===== src/rtl/assert_macros.svh =====
// Assertion macros shared by the RTL of the chain block allocator.
// No dependencies; files that check their own logic include this header.
`ifndef ASSERT_MACROS_SVH
`define ASSERT_MACROS_SVH

`ifndef NO_ASSERTIONS

// Check a property on every rising edge, skipped while reset is asserted.
`define ASSERT_ON_CLK(lbl, clk, rst_n, prop) \
    lbl: assert property (@(posedge clk) disable iff (!rst_n) prop) \
        else $error("assertion failed");

// Check a property on every rising edge, reset included.
`define ASSERT_ALWAYS_CLK(lbl, clk, prop) \
    lbl: assert property (@(posedge clk) prop) \
        else $error("assertion failed");

`else

`define ASSERT_ON_CLK(lbl, clk, rst_n, prop)
`define ASSERT_ALWAYS_CLK(lbl, clk, prop)

`endif

`endif


===== src/rtl/fcba_pkg.sv =====
// Package of the chain block allocator: entry encoding, codes and types.
// No dependencies.
`timescale 1ns / 1ps
`default_nettype none

package fcba_pkg;

    localparam int DEF_NUM_BLOCKS = 64;

    localparam int ENTRY_W  = 8;
    localparam int OP_W     = 2;
    localparam int BLK_W    = 6;
    localparam int COUNT_W  = 7;
    localparam int STATUS_W = 2;

    localparam logic [ENTRY_W-1:0] ENTRY_END  = 8'd254;
    localparam logic [ENTRY_W-1:0] ENTRY_FREE = 8'd255;

    typedef enum logic [OP_W-1:0] {
        OP_ALLOC  = 2'd0,
        OP_EXTEND = 2'd1,
        OP_FREE   = 2'd2,
        OP_COUNT  = 2'd3
    } op_t;

    typedef enum logic [STATUS_W-1:0] {
        ST_OK         = 2'd0,
        ST_FULL       = 2'd1,
        ST_START_FREE = 2'd2,
        ST_BROKEN     = 2'd3
    } status_t;

    typedef enum logic [6:0] {
        S_IDLE = 7'b0000001,
        S_TAIL = 7'b0000010,
        S_SCAN = 7'b0000100,
        S_MARK = 7'b0001000,
        S_LINK = 7'b0010000,
        S_WALK = 7'b0100000,
        S_RESP = 7'b1000000
    } state_t;

endpackage

`default_nettype wire


===== src/rtl/fcba_ram.sv =====
// Generic single-port-write, single-port-read RAM with registered read data.
// No dependencies.
`timescale 1ns / 1ps
`default_nettype none

module fcba_ram #(
    parameter int WIDTH = 8,
    parameter int DEPTH = 64
) (
    input  wire logic                     clk,
    input  wire logic                     wr_en,
    input  wire logic [$clog2(DEPTH)-1:0] wr_addr,
    input  wire logic [WIDTH-1:0]         wr_data,
    input  wire logic                     rd_en,
    input  wire logic [$clog2(DEPTH)-1:0] rd_addr,
    output logic      [WIDTH-1:0]         rd_data
);

    logic [WIDTH-1:0] mem [DEPTH];

    always_ff @(posedge clk)
    begin
        if (wr_en)
        begin
            mem[wr_addr] <= wr_data;
        end
        if (rd_en)
        begin
            rd_data <= mem[rd_addr];
        end
    end

endmodule

`default_nettype wire


===== src/rtl/fat_chain_block_allocator.sv =====
// Top level of the chain block allocator: link table in RAM and its sequencer.
// Depends on fcba_pkg, fcba_ram and assert_macros.svh.
//
//  channel | signals                                  | direction
//  --------+------------------------------------------+----------
//  in      | in_valid, in_ready, operation, block     | request
//  out     | out_valid, out_ready, result_block,      | response
//          | chain_count, status                      |
//
// Allocate and extend run a free search that reads one table entry per cycle
// from the single RAM read port. Free and count walk the chain one block after another.
// Reset marks every entry free at once through per-entry valid bits.
// One request at a time; a finished response waits in the output register.
`timescale 1ns / 1ps
`default_nettype none
`include "assert_macros.svh"

module fat_chain_block_allocator
    import fcba_pkg::*;
#(
    parameter int NUM_BLOCKS = DEF_NUM_BLOCKS
) (
    input  wire logic                clk,
    input  wire logic                rst_n,
    input  wire logic                in_valid,
    output logic                     in_ready,
    input  wire logic [OP_W-1:0]     operation,
    input  wire logic [BLK_W-1:0]    block,
    output logic                     out_valid,
    input  wire logic                out_ready,
    output logic      [BLK_W-1:0]    result_block,
    output logic      [COUNT_W-1:0]  chain_count,
    output logic      [STATUS_W-1:0] status
);

    localparam int IW = $clog2(NUM_BLOCKS);
    localparam int CW = $clog2(NUM_BLOCKS + 1);
    localparam logic [IW-1:0]      LAST_IDX = IW'(NUM_BLOCKS - 1);
    localparam logic [ENTRY_W-1:0] N_ENTRY  = ENTRY_W'(NUM_BLOCKS);
    localparam logic [CW-1:0]      N_COUNT  = CW'(NUM_BLOCKS);
    localparam logic [8:0]         N_BLK    = 9'(NUM_BLOCKS);

    state_t              state_reg, state_next;
    op_t                 op_reg, op_next;
    logic [IW-1:0]       blk_reg, blk_next;
    logic [IW-1:0]       cur_reg, cur_next;
    logic [CW-1:0]       cnt_reg, cnt_next;
    logic                first_reg, first_next;
    logic [IW-1:0]       scan_reg, scan_next;
    logic                chk_vld_reg, chk_vld_next;
    logic [IW-1:0]       chk_idx_reg, chk_idx_next;
    logic [IW-1:0]       found_reg, found_next;
    logic [BLK_W-1:0]    res_blk_reg, res_blk_next;
    status_t             res_st_reg, res_st_next;
    logic                out_valid_reg, out_valid_next;
    logic [BLK_W-1:0]    out_blk_reg, out_blk_next;
    logic [COUNT_W-1:0]  out_cnt_reg, out_cnt_next;
    status_t             out_st_reg, out_st_next;
    logic                valid_reg [NUM_BLOCKS];
    logic                vq_reg;
    logic                fwd_hit_reg;
    logic [ENTRY_W-1:0]  fwd_data_reg;

    logic                ram_wr_en;
    logic [IW-1:0]       ram_wr_addr;
    logic [ENTRY_W-1:0]  ram_wr_data;
    logic                ram_rd_en;
    logic [IW-1:0]       ram_rd_addr;
    logic [ENTRY_W-1:0]  ram_rd_data;

    logic [ENTRY_W-1:0]  ent;
    logic                ent_free;
    logic                in_fire;
    logic                blk_in_range;
    logic                out_free;

    fcba_ram #(
        .WIDTH (ENTRY_W),
        .DEPTH (NUM_BLOCKS)
    ) u_table (
        .clk     (clk),
        .wr_en   (ram_wr_en),
        .wr_addr (ram_wr_addr),
        .wr_data (ram_wr_data),
        .rd_en   (ram_rd_en),
        .rd_addr (ram_rd_addr),
        .rd_data (ram_rd_data)
    );

    assign ent          = fwd_hit_reg ? fwd_data_reg : (vq_reg ? ram_rd_data : ENTRY_FREE);
    assign ent_free     = (ent == ENTRY_FREE);
    assign in_ready     = (state_reg == S_IDLE);
    assign in_fire      = in_valid && in_ready;
    assign blk_in_range = ({3'b000, block} < N_BLK);
    assign out_free     = !out_valid_reg || out_ready;

    assign out_valid    = out_valid_reg;
    assign result_block = out_blk_reg;
    assign chain_count  = out_cnt_reg;
    assign status       = out_st_reg;

    always_comb
    begin
        state_next     = state_reg;
        op_next        = op_reg;
        blk_next       = blk_reg;
        cur_next       = cur_reg;
        cnt_next       = cnt_reg;
        first_next     = first_reg;
        scan_next      = scan_reg;
        chk_vld_next   = 1'b0;
        chk_idx_next   = chk_idx_reg;
        found_next     = found_reg;
        res_blk_next   = res_blk_reg;
        res_st_next    = res_st_reg;
        out_valid_next = out_valid_reg && !out_ready;
        out_blk_next   = out_blk_reg;
        out_cnt_next   = out_cnt_reg;
        out_st_next    = out_st_reg;
        ram_wr_en      = 1'b0;
        ram_wr_addr    = cur_reg;
        ram_wr_data    = ENTRY_FREE;
        ram_rd_en      = 1'b0;
        ram_rd_addr    = scan_reg;

        case (state_reg)
            S_IDLE:
            begin
                ram_rd_en   = in_valid;
                ram_rd_addr = IW'(block);
                if (in_fire)
                begin
                    op_next      = op_t'(operation);
                    blk_next     = IW'(block);
                    cur_next     = IW'(block);
                    cnt_next     = '0;
                    first_next   = 1'b1;
                    scan_next    = '0;
                    res_blk_next = '0;
                    res_st_next  = ST_OK;
                    case (op_t'(operation))
                        OP_ALLOC:
                        begin
                            state_next = S_SCAN;
                        end
                        OP_EXTEND:
                        begin
                            if (blk_in_range)
                            begin
                                state_next = S_TAIL;
                            end
                            else
                            begin
                                res_st_next = ST_START_FREE;
                                state_next  = S_RESP;
                            end
                        end
                        default:
                        begin
                            if (blk_in_range)
                            begin
                                state_next = S_WALK;
                            end
                            else
                            begin
                                res_st_next = ST_START_FREE;
                                state_next  = S_RESP;
                            end
                        end
                    endcase
                end
            end

            S_TAIL:
            begin
                if (ent_free)
                begin
                    res_st_next = ST_START_FREE;
                    state_next  = S_RESP;
                end
                else if (ent != ENTRY_END)
                begin
                    res_st_next = ST_BROKEN;
                    state_next  = S_RESP;
                end
                else
                begin
                    state_next = S_SCAN;
                end
            end

            S_SCAN:
            begin
                ram_rd_en    = 1'b1;
                ram_rd_addr  = scan_reg;
                scan_next    = (scan_reg == LAST_IDX) ? scan_reg : scan_reg + 1'b1;
                chk_vld_next = 1'b1;
                chk_idx_next = scan_reg;
                if (chk_vld_reg)
                begin
                    if (ent_free)
                    begin
                        found_next = chk_idx_reg;
                        state_next = S_MARK;
                    end
                    else if (chk_idx_reg == LAST_IDX)
                    begin
                        res_st_next = ST_FULL;
                        state_next  = S_RESP;
                    end
                end
            end

            S_MARK:
            begin
                ram_wr_en    = 1'b1;
                ram_wr_addr  = found_reg;
                ram_wr_data  = ENTRY_END;
                res_blk_next = BLK_W'(found_reg);
                state_next   = (op_reg == OP_EXTEND) ? S_LINK : S_RESP;
            end

            S_LINK:
            begin
                ram_wr_en   = 1'b1;
                ram_wr_addr = blk_reg;
                ram_wr_data = ENTRY_W'(found_reg);
                state_next  = S_RESP;
            end

            S_WALK:
            begin
                if (first_reg && ent_free)
                begin
                    res_st_next = ST_START_FREE;
                    state_next  = S_RESP;
                end
                else if (!first_reg && (ent_free || cnt_reg >= N_COUNT))
                begin
                    res_st_next = ST_BROKEN;
                    state_next  = S_RESP;
                end
                else
                begin
                    ram_wr_en   = (op_reg == OP_FREE);
                    ram_wr_addr = cur_reg;
                    ram_wr_data = ENTRY_FREE;
                    cnt_next    = cnt_reg + 1'b1;
                    if (ent == ENTRY_END)
                    begin
                        res_blk_next = (op_reg == OP_FREE) ? BLK_W'(cur_reg) : '0;
                        state_next   = S_RESP;
                    end
                    else if (ent >= N_ENTRY)
                    begin
                        res_st_next = ST_BROKEN;
                        state_next  = S_RESP;
                    end
                    else
                    begin
                        ram_rd_en   = 1'b1;
                        ram_rd_addr = IW'(ent);
                        cur_next    = IW'(ent);
                        first_next  = 1'b0;
                    end
                end
            end

            S_RESP:
            begin
                if (out_free)
                begin
                    out_valid_next = 1'b1;
                    out_blk_next   = res_st_reg == ST_OK ? res_blk_reg : '0;
                    out_cnt_next   = COUNT_W'(cnt_reg);
                    out_st_next    = res_st_reg;
                    state_next     = S_IDLE;
                end
            end

            default:
            begin
                state_next = S_IDLE;
            end
        endcase
    end

    always_ff @(posedge clk or negedge rst_n)
    begin
        if (!rst_n)
        begin
            state_reg     <= S_IDLE;
            out_valid_reg <= 1'b0;
            chk_vld_reg   <= 1'b0;
            fwd_hit_reg   <= 1'b0;
            for (int i = 0; i < NUM_BLOCKS; i++)
            begin
                valid_reg[i] <= 1'b0;
            end
        end
        else
        begin
            state_reg     <= state_next;
            out_valid_reg <= out_valid_next;
            chk_vld_reg   <= chk_vld_next;
            fwd_hit_reg   <= ram_wr_en && ram_rd_en && (ram_wr_addr == ram_rd_addr);
            if (ram_wr_en)
            begin
                valid_reg[ram_wr_addr] <= 1'b1;
            end
        end
    end

    always_ff @(posedge clk)
    begin
        op_reg       <= op_next;
        blk_reg      <= blk_next;
        cur_reg      <= cur_next;
        cnt_reg      <= cnt_next;
        first_reg    <= first_next;
        scan_reg     <= scan_next;
        chk_idx_reg  <= chk_idx_next;
        found_reg    <= found_next;
        res_blk_reg  <= res_blk_next;
        res_st_reg   <= res_st_next;
        out_blk_reg  <= out_blk_next;
        out_cnt_reg  <= out_cnt_next;
        out_st_reg   <= out_st_next;
        vq_reg       <= valid_reg[ram_rd_addr];
        fwd_data_reg <= ram_wr_data;
    end

    `ASSERT_ON_CLK(a_count_walk_no_write, clk, rst_n, (state_reg == S_WALK && op_reg == OP_COUNT) |-> !ram_wr_en)
    `ASSERT_ON_CLK(a_count_bounded, clk, rst_n, (state_reg == S_WALK) |-> (cnt_reg <= N_COUNT))
    `ASSERT_ON_CLK(a_accept_leaves_idle, clk, rst_n, in_fire |=> (state_reg != S_IDLE))
    `ASSERT_ON_CLK(a_full_zero_block, clk, rst_n, (out_valid && status == ST_FULL) |-> (result_block == '0))

endmodule

`default_nettype wire


===== config.mk =====
export PLATFORM = sky130hd
export DESIGN_NAME = fat_chain_block_allocator
export DESIGN_NICKNAME = d
export VERILOG_FILES = /design/src/rtl/fcba_pkg.sv /design/src/rtl/fcba_ram.sv /design/src/rtl/fat_chain_block_allocator.sv
export VERILOG_INCLUDE_DIRS = /design/src /design/src/rtl
export SDC_FILE = /design/constraint.sdc
export NUM_CORES = 1
export LEC_CHECK = 0
export BUFFER_PORTS_ARGS = -buffer_cell sky130_fd_sc_hd__buf_2
export CORE_AREA = 2 2 289 291
export DETAILED_ROUTE_END_ITERATION = 10
export DIE_AREA = 0 0 291 293
export PLACE_DENSITY_LB_ADDON = 0.12
export SLEW_MARGIN = 20
export SYNTH_ARGS = -nofsm -noshare
export SYNTH_HDL_FRONTEND = slang
export SYNTH_SLANG_ARGS = --single-unit

===== constraint.sdc =====
create_clock -name clk -period 4.95 [get_ports clk]
set_clock_uncertainty 0.1 [all_clocks]
set_input_delay 1.485 -clock clk [delete_from_list [all_inputs] [get_ports clk]]
set_output_delay 1.485 -clock clk [all_outputs]
set_load 0.02 [all_outputs]

==> run metrics, run 1 <==
initial DRC count 1,312; unrepaired setup endpoints after global routing no; pre-CTS WS 0.00538 ns; # nets final about 2,000; commonest non-fill, non-tap cells in the layout edfxtp_1, nand2_1, nor2_1; Post-Syn Area approximately 0.024 mm^2; max reg flops between 400 and 500; Root Driver clkbuf_16; layout cells sized above 1 0.180; Die Height 293 um; hold depth 0; crit start category flip-flop; ANT nets after route 0; cell count after placement roughly 2,900; EDFF count, synth 518; Post-CTS Repair Setup Buffers 0; Worst-Margin Slew between 1 and 1.5 ns; most common cell after layout, fill and taps aside edfxtp_1; R2R Path End u_table.rd_data[1]$_DFFE_PP_; Synth async-reset ratio 0.123; top post-synthesis cells by area edfxtp_1, dfrtp_1, nand2_1; worst path arrival time around 5.0 ns; Ports 29; fmax just over 200 MHz; Hold Path Class reg2reg; ys flop type edfxtp_1; DR WL/cell between 20 and 25 um; fin cells around 3,100; # DRC 0; # hold bufs at CTS 0; port bufs 28; Yosys warnings 0; clock net sink count 600; Register-to-Register Path Depth 9; initial antenna violation count 4; Reg-to-Reg Start state_reg[0]$_DFFE_PN1P_; post-cts resize count 0; CTS Buffer Depth 3; DIE AREA 0.0853 mm^2; Syn Area/Cell approximately 14 um^2; post-DP HPWL 46,700 um; max-cap viol count 0; CTS Buf Count 69; DR vias/cell between 4 and 5; P_leak between 10 and 15 nW; fill count about 8,000; Worst Path Required 5.15 ns; Overall Global Routing Usage 0.168; endpoints failing setup 0; status finished, final reports clean; Final period util 0.973; Post-Layout Inst Area around 0.029 mm^2; clock latency on the worst-skew pair 0.61 ns; H-Tree Depth 3; clock transition at the registers of the reported paths approximately 0.060 ns; Hold Startpoint chk_idx_reg[3]$_DFFE_PP_; Core ar. 0.0818 mm^2; Power Dens Cells ~560 mW/mm^2; Cells after Synth 1,811; post-synth top area cell edfxtp_1; Yosys reg bits 600; synth unique cells ~70; CTS tree yes; Fin. Hold Viols 0; vias in the first global route 15,200; floorplan row count ~110; area taken by multi-input logic gates roughly 0.0066 mm^2; Max VDD drop 0.387 mV; CP Class reg2reg; total wire length roughly 70,000 um; Max transition margin 0.0883; final setup margin 0.131 ns; Hold EP found_reg[3]$_DFFE_PP_; DRT Pass-1 Iters 4; syn nets 1,825; pin count of the biggest net entering global routing between 60 and 70; Max FO, Critical Path 14; top-area cell type share of the netlist area 0.636; die width just under 300 um; routability cong. 0.804; register-to-register setup slack ~0.13 ns; Initial Utilization 0.299; fin. max-slew vios 0; Area growth syn-to-layout 18.0%; GRT overflow 0; Seq. cell area approximately 0.018 mm^2; first-pass GRT wire length between 100,000 and 150,000 um; CP endpoint kind flip-flop; Final min period between 4 and 5 ns; Post-DP Area 0.0266 mm^2; sequential-to-total area share from yosys stat 0.718; Vias 15,200
per-layer routing:
layer  vias up  part of all wire  GRT usage
li1       7008                 -          -
met1      7759              0.47      0.236
met2       372              0.47      0.271
met3        99             0.045     0.0277
met4         2             0.022     0.0444
met5         -           0.00018          0
kinds of logic after synthesis:
group / count (synthesis) / share of synthesized area
simple gates: 775 / 0.146
flops: 600 / 0.718
compound gates: 197 / 0.0583
mux: 129 / 0.0542
buf+inv: 93 / 0.0178
xor+xnor: 15 / 0.00537
fa+ha+maj: 2 / 0.00102
power breakdown:
group	internal, mW	switching, mW	total (mW)
clock network	2.97	2.06	5.03
registers	5.73	0.186	5.92
logic	1.59	3.65	5.24
total	10.3	5.90	16.2
metrics by stage:
stage	utilization	hold WS, ns	TNS, ns	power, mW
3_3_place_gp	0.325	0.336	-0.444	11.3
2_1_floorplan	-	0.324	0	9.00
6_report	0.353	0.354	0	16.2
4_1_cts	0.352	0.355	0	16.4
3_5_place_dp	0.325	0.336	0	11.3
5_1_grt	0.353	0.370	0	16.9
worst max path at each step:
stage | startpoint | end | slack [ns]
2_1_floorplan | block[2] | u_table.rd_data[2]$_DFFE_PP_ | 1.38
3_3_place_gp | block[2] | u_table.rd_data[0]$_DFFE_PP_ | -0.44
3_5_place_dp | block[2] | u_table.rd_data[2]$_DFFE_PP_ | 0.005
4_1_cts | state_reg[0]$_DFFE_PN1P_ | u_table.rd_data[2]$_DFFE_PP_ | 0.27
5_1_grt | fwd_hit_reg$_DFF_PN0_ | u_table.rd_data[2]$_DFFE_PP_ | 0.08
6_report | state_reg[0]$_DFFE_PN1P_ | u_table.rd_data[1]$_DFFE_PP_ | 0.13
worst max-delay path: stages, from the launching register on:
cell and delay [ns]:
dfstp_2 0.65, nor2b_1 0.31, nand2_1 0.22, inv_2 0.27, a21oi_2 0.18, a221o_2 0.57, nand2_1 0.60, o22ai_1 0.22
o41ai_1 1.21, o22ai_1 0.16
Yosys cell counts (all sizes together), types with 2 or more instances:
| master | count |
|---|---|
| a2111oi | 5 |
| a21o | 6 |
| a21oi | 39 |
| a221o | 5 |
| a221oi | 6 |
| a22o | 2 |
| a22oi | 2 |
| a2bb2oi | 2 |
| a311oi | 28 |
| a31oi | 11 |
| a32oi | 7 |
| and2 | 15 |
| and3 | 49 |
| buf | 49 |
| clkbuf | 36 |
| dfrtp | 73 |
| dfxtp | 8 |
| edfxtp | 518 |
| ha | 2 |
| inv | 8 |
| mux2 | 28 |
| mux2i | 101 |
| nand2 | 352 |
| nand2b | 4 |
| nand3 | 91 |
| nand4 | 11 |
| nor2 | 108 |
| nor2b | 11 |
| nor3 | 47 |
| nor3b | 5 |
| nor4 | 6 |
| o211ai | 3 |
| o21ai | 15 |
| o22ai | 35 |
| o2bb2ai | 2 |
| o31ai | 3 |
| o41ai | 14 |
| or2 | 70 |
| xnor2 | 9 |
| xor2 | 6 |
final cells by class:
| cell class | count | area share |
|---|---|---|
| multi-input cells | 1118 | 0.227 |
| repair buffers | 141 | 0.0398 |
| inverters | 8 | 0.00104 |
| clock inverters | 31 | 0.00988 |
| flip-flops and latches | 600 | 0.608 |
| well taps | 1070 | 0.0464 |
| clock buffers | 95 | 0.0674 |
| diodes | 1 | 0.0000867 |
(Power assumes the default switching activity.)
==> run 2: changes to the inputs <==
--- a/config.mk
+++ b/config.mk
@@ -8,8 +8,9 @@
 export LEC_CHECK = 0
 export BUFFER_PORTS_ARGS = -buffer_cell sky130_fd_sc_hd__buf_2
-export CORE_AREA = 2 2 289 291
+export CORE_AREA = 2 2 211 213
 export DETAILED_ROUTE_END_ITERATION = 10
-export DIE_AREA = 0 0 291 293
+export DIE_AREA = 0 0 213 215
 export PLACE_DENSITY_LB_ADDON = 0.12
+export RECOVER_POWER = 100
 export SLEW_MARGIN = 20
 export SYNTH_ARGS = -nofsm -noshare
==> constraint.sdc (replaced) <==
create_clock -name clk -period 4.95 [get_ports clk]
set_clock_uncertainty 0.1 [all_clocks]
set_input_delay 0.2475 -clock clk [delete_from_list [all_inputs] [get_ports clk]]
set_output_delay 0.2475 -clock clk [all_outputs]
set_load 0.02 [all_outputs]
==> run metrics, run 2 (synthesis results as in run 1) <==
GRT overflow 0; antenna cells 0; crit start category flip-flop; Worst Path Required approximately 5.2 ns; clock latency on the worst-skew pair 0.62 ns; initial antenna violation count 1; Worst-Margin Slew about 2.4 ns; routability cong. approximately 0.9; Ports 29; Final Power 15.3 mW; initial DRC count about 1,600; Max transition margin -0.621; fmax around 220 MHz; first-pass GRT wire length between 90,000 and 100,000 um; total wire length between 60,000 and 70,000 um; failing checks max-capacitance violations, max-slew violations; Core ar. between 0.04 and 0.05 mm^2; max reg flops around 450; DR WL/cell around 25 um; fin. max-slew vios 308; H-Tree Depth 2; Post-CTS Repair Setup Buffers 0; P_leak around 11 nW; Slowest-stage cell, CP or4_1; worst path arrival time 4.78 ns; Fin. Hold Viols 0; status finished with violations; DRT Pass-1 Iters 5; # DRC 0; Max VDD drop around 0.42 mV; final core occ 0.631; ANT nets after route 0; Die Height 215 um; Area growth syn-to-layout 12.6%; Post-Route Setup TNS 0 ns; Overall Global Routing Usage 0.280; vias in the first global route 15,200; Root Driver clkbuf_16; Final Hold Slack about 0.14 ns; # nets final about 1,900; clock transition at the registers of the reported paths 0.06 ns; Hold Path Class in2reg; DIE AREA 0.0458 mm^2; CTS Buffer Depth 3; endpoints failing setup 0; slowest stage delay, CP a little over 0.7 ns; layout cells sized above 1 0.128; Max FO, Critical Path 42; port bufs 28; Vias ~15,000; Final min period around 4.6 ns; CP endpoint kind flip-flop; Power Dens Cells 554 mW/mm^2; critical path's most frequent cell o22ai_1; Initial Utilization 0.561; unrepaired setup endpoints after global routing no; pin count of the biggest net entering global routing 67; floorplan row count between 70 and 80; pre-CTS WS between 0.5 and 0.6 ns; max-cap viol count 8; most common cell after layout, fill and taps aside edfxtp_1; DR vias/cell ~6; clock net sink count 600; CTS tree yes; post-DP HPWL ~40,000 um; CP Class reg2reg; die width ~210 um; cell breakdown of the critical path nor3_4 -> and3_1 -> inv_1 -> or4_1 -> and3_4 -> buf_4 -> mux2_2 -> o22ai_1 -> o41ai_1 -> o22ai_1; commonest non-fill, non-tap cells in the layout edfxtp_1, nand2_1, nor2_1; CTS Buf Count 60; Final period util 0.923; final setup margin 0.382 ns
[run 2: cell type report]
cell class / count / area (um^2)
sequential: 600 / 17600
fill: 3344 / 16100
multi-input combinational: 1118 / 6540
clock buffer: 81 / 1740
tap: 592 / 741
timing repair buffer: 106 / 659
clock inverter: 32 / 275
inverter: 8 / 30.0
[run 2: routing by layer]
| layer | GRT usage | routed length (um) | vias to the layer above |
|---|---|---|---|
| li1 | - | - | 6917 |
| met1 | 0.391 | 25600 | 7505 |
| met2 | 0.450 | 29900 | 725 |
| met3 | 0.0462 | 5130 | 135 |
| met4 | 0.0988 | 2040 | 0 |
| met5 | 0 | 0 | - |
[run 2: critical path: cells and delay by family (launching register included)]
family | cells | cell delay, ns
buf+inv | 2 | 0.70
flops | 1 | 0.43
compound gates | 3 | 1.03
simple gates | 4 | 1.72
mux | 1 | 0.25
[run 2: metrics by stage]
step                std cells  instance area (um^2)
finish                   2537                 27600
CTS                      2537                 27700
detailed placement       2413                 25600
global placement         2413                 25600
global route             2537                 27600
floorplan                1811                 24500
[run 2: worst paths after layout]
path	slack, ns	cells after the start	startpoint	endpoint
max in group asynchronous	1.46	3	rst_n	valid_reg[63]$_DFFE_PN0N_
min reg2reg	0.35	0	chk_idx_reg[1]$_DFFE_PP_	found_reg[1]$_DFFE_PP_
min	0.14	5	in_valid	state_reg[6]$_DFFE_PN0P_
min in group asynchronous	0.82	2	rst_n	state_reg[4]$_DFFE_PN0P_
max	0.38	10	state_reg[1]$_DFFE_PN0P_	u_table.rd_data[3]$_DFFE_PP_
max reg2reg	0.38	10	state_reg[1]$_DFFE_PN0P_	u_table.rd_data[3]$_DFFE_PP_
[run 2: timing repair]
item                       in CTS  in global routing
setup endpoints to repair       0                  0
hold endpoints to repair       48                  0
resized for setup               0                  0
hold buffers                   11                  0
[run 2: where the power goes]
| part | leakage [nW] | switching (mW) | total, mW | internal [mW] |
|---|---|---|---|---|
| registers | 7.06 | 0.158 | 5.89 | 5.73 |
| logic | 2.58 | 3.39 | 4.81 | 1.43 |
| clock network | 1.01 | 1.89 | 4.57 | 2.67 |
